[config.mk]
export PLATFORM = sky130hd
export DESIGN_NAME = twi_div
export DESIGN_NICKNAME = d
export VERILOG_FILES = /design/src/sv/twi_pkg.sv /design/src/sv/twi_div.sv
export SDC_FILE = /design/constraint.sdc
export NUM_CORES = 1
export LEC_CHECK = 0
export BUFFER_PORTS_ARGS = -buffer_cell sky130_fd_sc_hd__buf_2
export CAP_MARGIN = 25
export CORE_ASPECT_RATIO = 0.7
export CORE_UTILIZATION = 55
export DETAILED_ROUTE_END_ITERATION = 10
export GPL_ROUTABILITY_DRIVEN = 1
export PLACE_DENSITY = 0.79
export SYNTH_ARGS = -nofsm -noshare
export SYNTH_HDL_FRONTEND = slang
export SYNTH_SLANG_ARGS = --single-unit
export TNS_END_PERCENT = 30
[constraint.sdc]
create_clock -name clock -period 6.15 [get_ports clock]
set_input_delay 1.5375 -clock clock [delete_from_list [all_inputs] [get_ports clock]]
set_output_delay 1.5375 -clock clock [all_outputs]
set_load 0.005 [all_outputs]
[src/sv/twi_pkg.sv]
package twi_pkg;

   // field widths
   localparam int KIND_W   = 2;
   localparam int CELL_W   = 10;
   localparam int HEAD_W   = 3;
   localparam int TIME_W   = 32;
   localparam int FRAC_W   = 8;
   localparam int FIX_W    = CELL_W + FRAC_W;
   localparam int SEG_W    = 7;
   localparam int STATUS_W = 3;
   localparam int CSR_IDX_W = 1;

   // interpolation product and quotient
   localparam int PROD_W = FIX_W + TIME_W;
   localparam int QUO_W  = FIX_W;

   // request kinds; any kind with the high bit set is a query
   localparam logic [KIND_W-1:0] KIND_CLEAR  = 2'd0;
   localparam logic [KIND_W-1:0] KIND_APPEND = 2'd1;

   // response status codes
   localparam logic [STATUS_W-1:0] STATUS_OK     = 3'd0;
   localparam logic [STATUS_W-1:0] STATUS_FULL   = 3'd1;
   localparam logic [STATUS_W-1:0] STATUS_EMPTY  = 3'd2;
   localparam logic [STATUS_W-1:0] STATUS_BEFORE = 3'd3;
   localparam logic [STATUS_W-1:0] STATUS_PAST   = 3'd4;
   localparam logic [STATUS_W-1:0] STATUS_MOVING = 3'd5;

   // register indexes
   localparam logic [CSR_IDX_W-1:0] CSR_START_X = 1'b0;
   localparam logic [CSR_IDX_W-1:0] CSR_START_Y = 1'b1;

   // one waypoint table entry
   typedef struct packed {
      logic [CELL_W-1:0] cell_x;
      logic [CELL_W-1:0] cell_y;
      logic [HEAD_W-1:0] heading;
      logic [TIME_W-1:0] stamp;
   } wp_type;

endpackage

[src/sv/twi_div.sv]
// Restoring divider for a quotient known to fit in QUO_W bits:
// one quotient bit per cycle, done pulses as the last bit is registered.
module twi_div (
   input  logic                          clock,
   input  logic                          reset,
   input  logic                          start,
   input  logic [twi_pkg::PROD_W-1:0]    dividend,
   input  logic [twi_pkg::TIME_W-1:0]    divisor,
   output logic                          done,
   output logic [twi_pkg::QUO_W-1:0]     quotient
);

   localparam int STEP_W = $clog2(twi_pkg::QUO_W);

   logic                          busy_ff;
   logic                          done_ff;
   logic [STEP_W-1:0]             step_ff;
   logic [twi_pkg::TIME_W-1:0]    rem_ff;
   logic [twi_pkg::QUO_W-1:0]     low_ff;
   logic [twi_pkg::TIME_W-1:0]    div_ff;

   logic [twi_pkg::TIME_W:0]      trial;
   logic [twi_pkg::TIME_W:0]      diff;
   logic                          fits;

   // trial subtract of the divisor from the shifted remainder
   always_comb begin
      trial = {rem_ff, low_ff[twi_pkg::QUO_W-1]};
      diff  = trial - {1'b0, div_ff};
      fits  = trial >= {1'b0, div_ff};
   end

   // sequence the steps
   always_ff @(posedge clock) begin
      if (reset) begin
         busy_ff <= 1'b0;
         done_ff <= 1'b0;
         step_ff <= '0;
      end else begin
         done_ff <= 1'b0;
         if (start) begin
            busy_ff <= 1'b1;
            step_ff <= STEP_W'(twi_pkg::QUO_W - 1);
         end else if (busy_ff) begin
            if (step_ff == '0) begin
               busy_ff <= 1'b0;
               done_ff <= 1'b1;
            end else begin
               step_ff <= step_ff - 1'b1;
            end
         end
      end
   end

   // load the operands, then shift quotient bits in as dividend bits go out
   always_ff @(posedge clock) begin
      if (start) begin
         rem_ff <= dividend[twi_pkg::PROD_W-1:twi_pkg::QUO_W];
         low_ff <= dividend[twi_pkg::QUO_W-1:0];
         div_ff <= divisor;
      end else if (busy_ff) begin
         rem_ff <= fits ? diff[twi_pkg::TIME_W-1:0] : trial[twi_pkg::TIME_W-1:0];
         low_ff <= {low_ff[twi_pkg::QUO_W-2:0], fits};
      end
   end

   assign done     = done_ff;
   assign quotient = low_ff;

endmodule

==> impl_metrics.csv <==
group,metric,value,unit
status,outcome,"finished clean",
critical_path,cp-endpoint,"rem_ff[16]",
sta,setup_viol,0,
detailed_routing,vias,4850,
synthesis,synth_top_flop_cell,"edfxtp_1",
clocking,root_buffer,"clkbuf_16",
clocking,cts_buffer_depth,2,
global_routing,grt_max_degree,56,
detailed_routing,antenna_left,0,
synthesis,avgSynthCellArea,10.22,sq um
critical_path,r2r_slack,2400,ps
critical_path,arrival,3890,ps
synthesis,synth_seq_area_share,45.65,%
critical_path,required,6290,ps
critical_path,worstSetupEndpointType,"flip-flop",
clocking,clock_latency,350,ps
sta,worst_slew_pin_slew,934.8,ps
clocking,cts_hold_buf,0,
floorplan,ios,104,
clocking,cts_resized,0,
global_routing,grt_pass1_wl,22210,um
detailed_routing,finalWirelength,13890,um
synthesis,synth_area_leaders,"edfxtp_1, ha_1, mux2_2",
detailed_routing,routedWlPerCell,17.78,um
synthesis,ys_warn_count,0,
finish,nNetsFinal,767,
critical_path,worstSetupStartpoint,"rem_ff[19]",
floorplan,initial_core_util,57.74,%
hold_path,hold_path.class,"reg -> reg",
finish,finish.instance_area,0.006611,sq mm
placed_design,dp_hpwl,10090,um
sta,totalNegativeSetupSlack,0,ps
finish,antenna_cells,0,
synthesis,synth_top_area_cell,"edfxtp_1",
floorplan,rows,30,
synthesis,synth_cell_types,65,
global_routing,antenna_found_initial,0,
finish,drive_gt1_share,23.74,%
synthesis,async_reset_ff_share,0,%
clocking,htreeDepth,3,
sta,rsz0062_at_grt,"false",
detailed_routing,drtIter0Drc,411,
floorplan,core,0.009872,sq mm
synthesis,syn_inst,558,
power_and_ir_drop,leakage,2.775,nW
sta,whs,450.7,ps
power_and_ir_drop,power.total,2.457,mW
clocking,post_cts_buffers,0,
clocking,cts_inserted_buffers,9,
global_routing,grt_pass1_vias,4608,
sta,fin_crit_sh,61.00,%
finish,regArea,0.002603,sq mm
sta,hold_viol_final,0,
sta,slew_headroom,37.49,%
critical_path,worstSetupPathType,"reg -> reg",
sta,slew_viol_final,0,
finish,syn_to_final_growth,15.98,%
detailed_routing,drc,0,
sta,fmaxAchievable,266.6,MHz
floorplan,die_h,87.18,um
global_routing,grt_use_total,26.84,%
clocking,cts.sinks,89,
synthesis,synth_nets,677,
critical_path,worstReg2RegStart,"rem_ff[19]",
critical_path,regToRegEndpoint,"rem_ff[16]",
finish,multi_input_area,0.002784,sq mm
critical_path,worstRegToRegCells,10,
synthesis,yosysTopAreaCellShare,43.20,%
detailed_routing,first_pass_iters,5,
power_and_ir_drop,cellPowerDensity,371.6,mW/mm^2
sta,fin_worst_skew,7.332,ps
synthesis,synth_edf_count,82,
critical_path,path_max_fanout,19,
floorplan,die_w,123.7,um
placed_design,port_buffers,103,
floorplan,die-area,0.01078,sq mm
clocking,clkTransAtPathRegs,70,ps
detailed_routing,viasPerCell,6.210,
synthesis,ys_ff_latch,89,
placed_design,gp_congestion,0.9351,
placed_design,postPlaceCellArea,0.006291,sq mm
sta,fin_crit,3752,ps
finish,fillers,812,
run,max-cap-violations,0,
synthesis,synth_area,0.005700,sq mm
power_and_ir_drop,ir_drop,0.1834,mV
clocking,cts_tree,"done",
global_routing,gr-total-overflow,0,
critical_path,worstSetupStartpointType,"flip-flop",
## cell usage after synthesis (2+ instances only)
| cell | number |
|---|---|
| edfxtp_1 | 82 |
| inv_1 | 44 |
| nand2_1 | 42 |
| a21oi_1 | 37 |
| ha_1 | 33 |
| nor2_1 | 31 |
| clkbuf_1 | 20 |
| xnor2_1 | 20 |
| mux2_2 | 18 |
| nand3_1 | 18 |
| o21ai_0 | 18 |
| nand4_1 | 17 |
| a31oi_1 | 14 |
| a21o_1 | 11 |
| nor3_1 | 11 |
| o311ai_0 | 10 |
| o31ai_1 | 9 |
| and3_1 | 8 |
| o21ai_1 | 8 |
| a41oi_1 | 7 |
| and2_1 | 7 |
| dfxtp_1 | 7 |
| xor2_1 | 7 |
| o21a_1 | 6 |
| buf_2 | 5 |
| nor4_1 | 4 |
| o21bai_1 | 4 |
| a211oi_1 | 3 |
| a21boi_0 | 3 |
| a221o_1 | 3 |
| buf_6 | 3 |
| nor2b_1 | 3 |
| o211ai_1 | 3 |
| o311ai_1 | 3 |
| o31a_1 | 3 |
| a311o_1 | 2 |
| a31o_2 | 2 |
| and4_1 | 2 |
| nand2b_1 | 2 |
| or2_2 | 2 |
| or3_1 | 2 |
## critical path: stages, from the launching register on
cell      delay, ps
edfxtp_1        410
ha_1            420
a21oi_1         260
o21ai_0         180
a221o_1         340
a221o_1         300
a21o_1          230
o211ai_2        770
buf_4           350
nand4_1         120
o311ai_0        150
## stage by stage
step                setup WS, ps  std cells  utilization [%]
finish                      2399        781            66.97
detailed placement          2444        765            63.73
global placement            2551        764            63.52
CTS                         2475        781            66.97
floorplan                   2980        558                -
global route                2227        781            66.97
## where the power goes
part / internal [mW] / switching (mW) / total, mW / leakage (nW)
sequential: 0.787 / 0.0557 / 0.843 / 0.874
clock: 0.329 / 0.261 / 0.590 / 0.158
combinational: 0.420 / 0.604 / 1.02 / 1.74
total: 1.54 / 0.921 / 2.46 / 2.78
## placed cells by master, fill, tap and decap left out, types with 8 or more instances in the layout
cell	n
a21o_1	11
nor2_1	31
and3_1	8
xnor2_1	20
o31ai_1	9
ha_1	33
edfxtp_1	82
o21ai_0	18
nand3_1	18
a31oi_1	14
inv_1	44
o311ai_0	10
a21oi_1	37
buf_2	102
o21ai_1	8
mux2_2	18
nand2_1	42
nand4_1	17
clkbuf_16	9
nor3_1	11
## logic make-up (layout without fill, tap and decap cells)
group | Yosys count | count (layout) | synth area share [%]
AOI/OAI and AO/OA | 163 | 163 | 20.35
and+or+nand+nor | 152 | 152 | 13.19
DFF | 89 | 89 | 45.65
buffers and inverters | 75 | 170 | 5.509
adders and majority gates | 34 | 34 | 7.594
xor gates and xnor gates | 27 | 27 | 4.148
muxes | 18 | 18 | 3.556
## registers in the layout (all words and copies together) (netlist names)
name / flops
busy_ff: 1
div_ff: 32
done: 1
quotient: 18
rem_ff: 32
step_ff: 5
## worst min-delay path by stage
stage	endpoint	startpoint	depth (start not counted)	slack (ps)
floorplan	done	step_ff[4]	1	420
global placement	done	step_ff[4]	1	440
detailed placement	done	step_ff[4]	1	450
CTS	done	step_ff[4]	1	450
global route	done	step_ff[4]	1	490
finish	done	step_ff[4]	1	450
## metal layers
| layer | share of wire, % | global-route usage [%] | vias to the layer above | routed length [um] |
|---|---|---|---|---|
| li1 | - | - | 2299 | - |
| met1 | 44 | 36.74 | 2317 | 6159 |
| met2 | 47 | 43.18 | 217 | 6509 |
| met3 | 7.6 | 5.628 | 17 | 1059 |
| met4 | 1.1 | 7.338 | 0 | 159 |
| met5 | 0 | 0 | - | 0 |
## cell type report
cell class | instances | share of cell area, %
Sequential cell | 89 | 39.36
Inverter | 45 | 2.555
Tap cell | 128 | 2.422
Clock buffer | 9 | 3.407
Timing Repair Buffer | 109 | 8.706
Clock inverter | 7 | 1.438
Multi-Input combinational cell | 394 | 42.11
(Power assumes the default switching activity.)
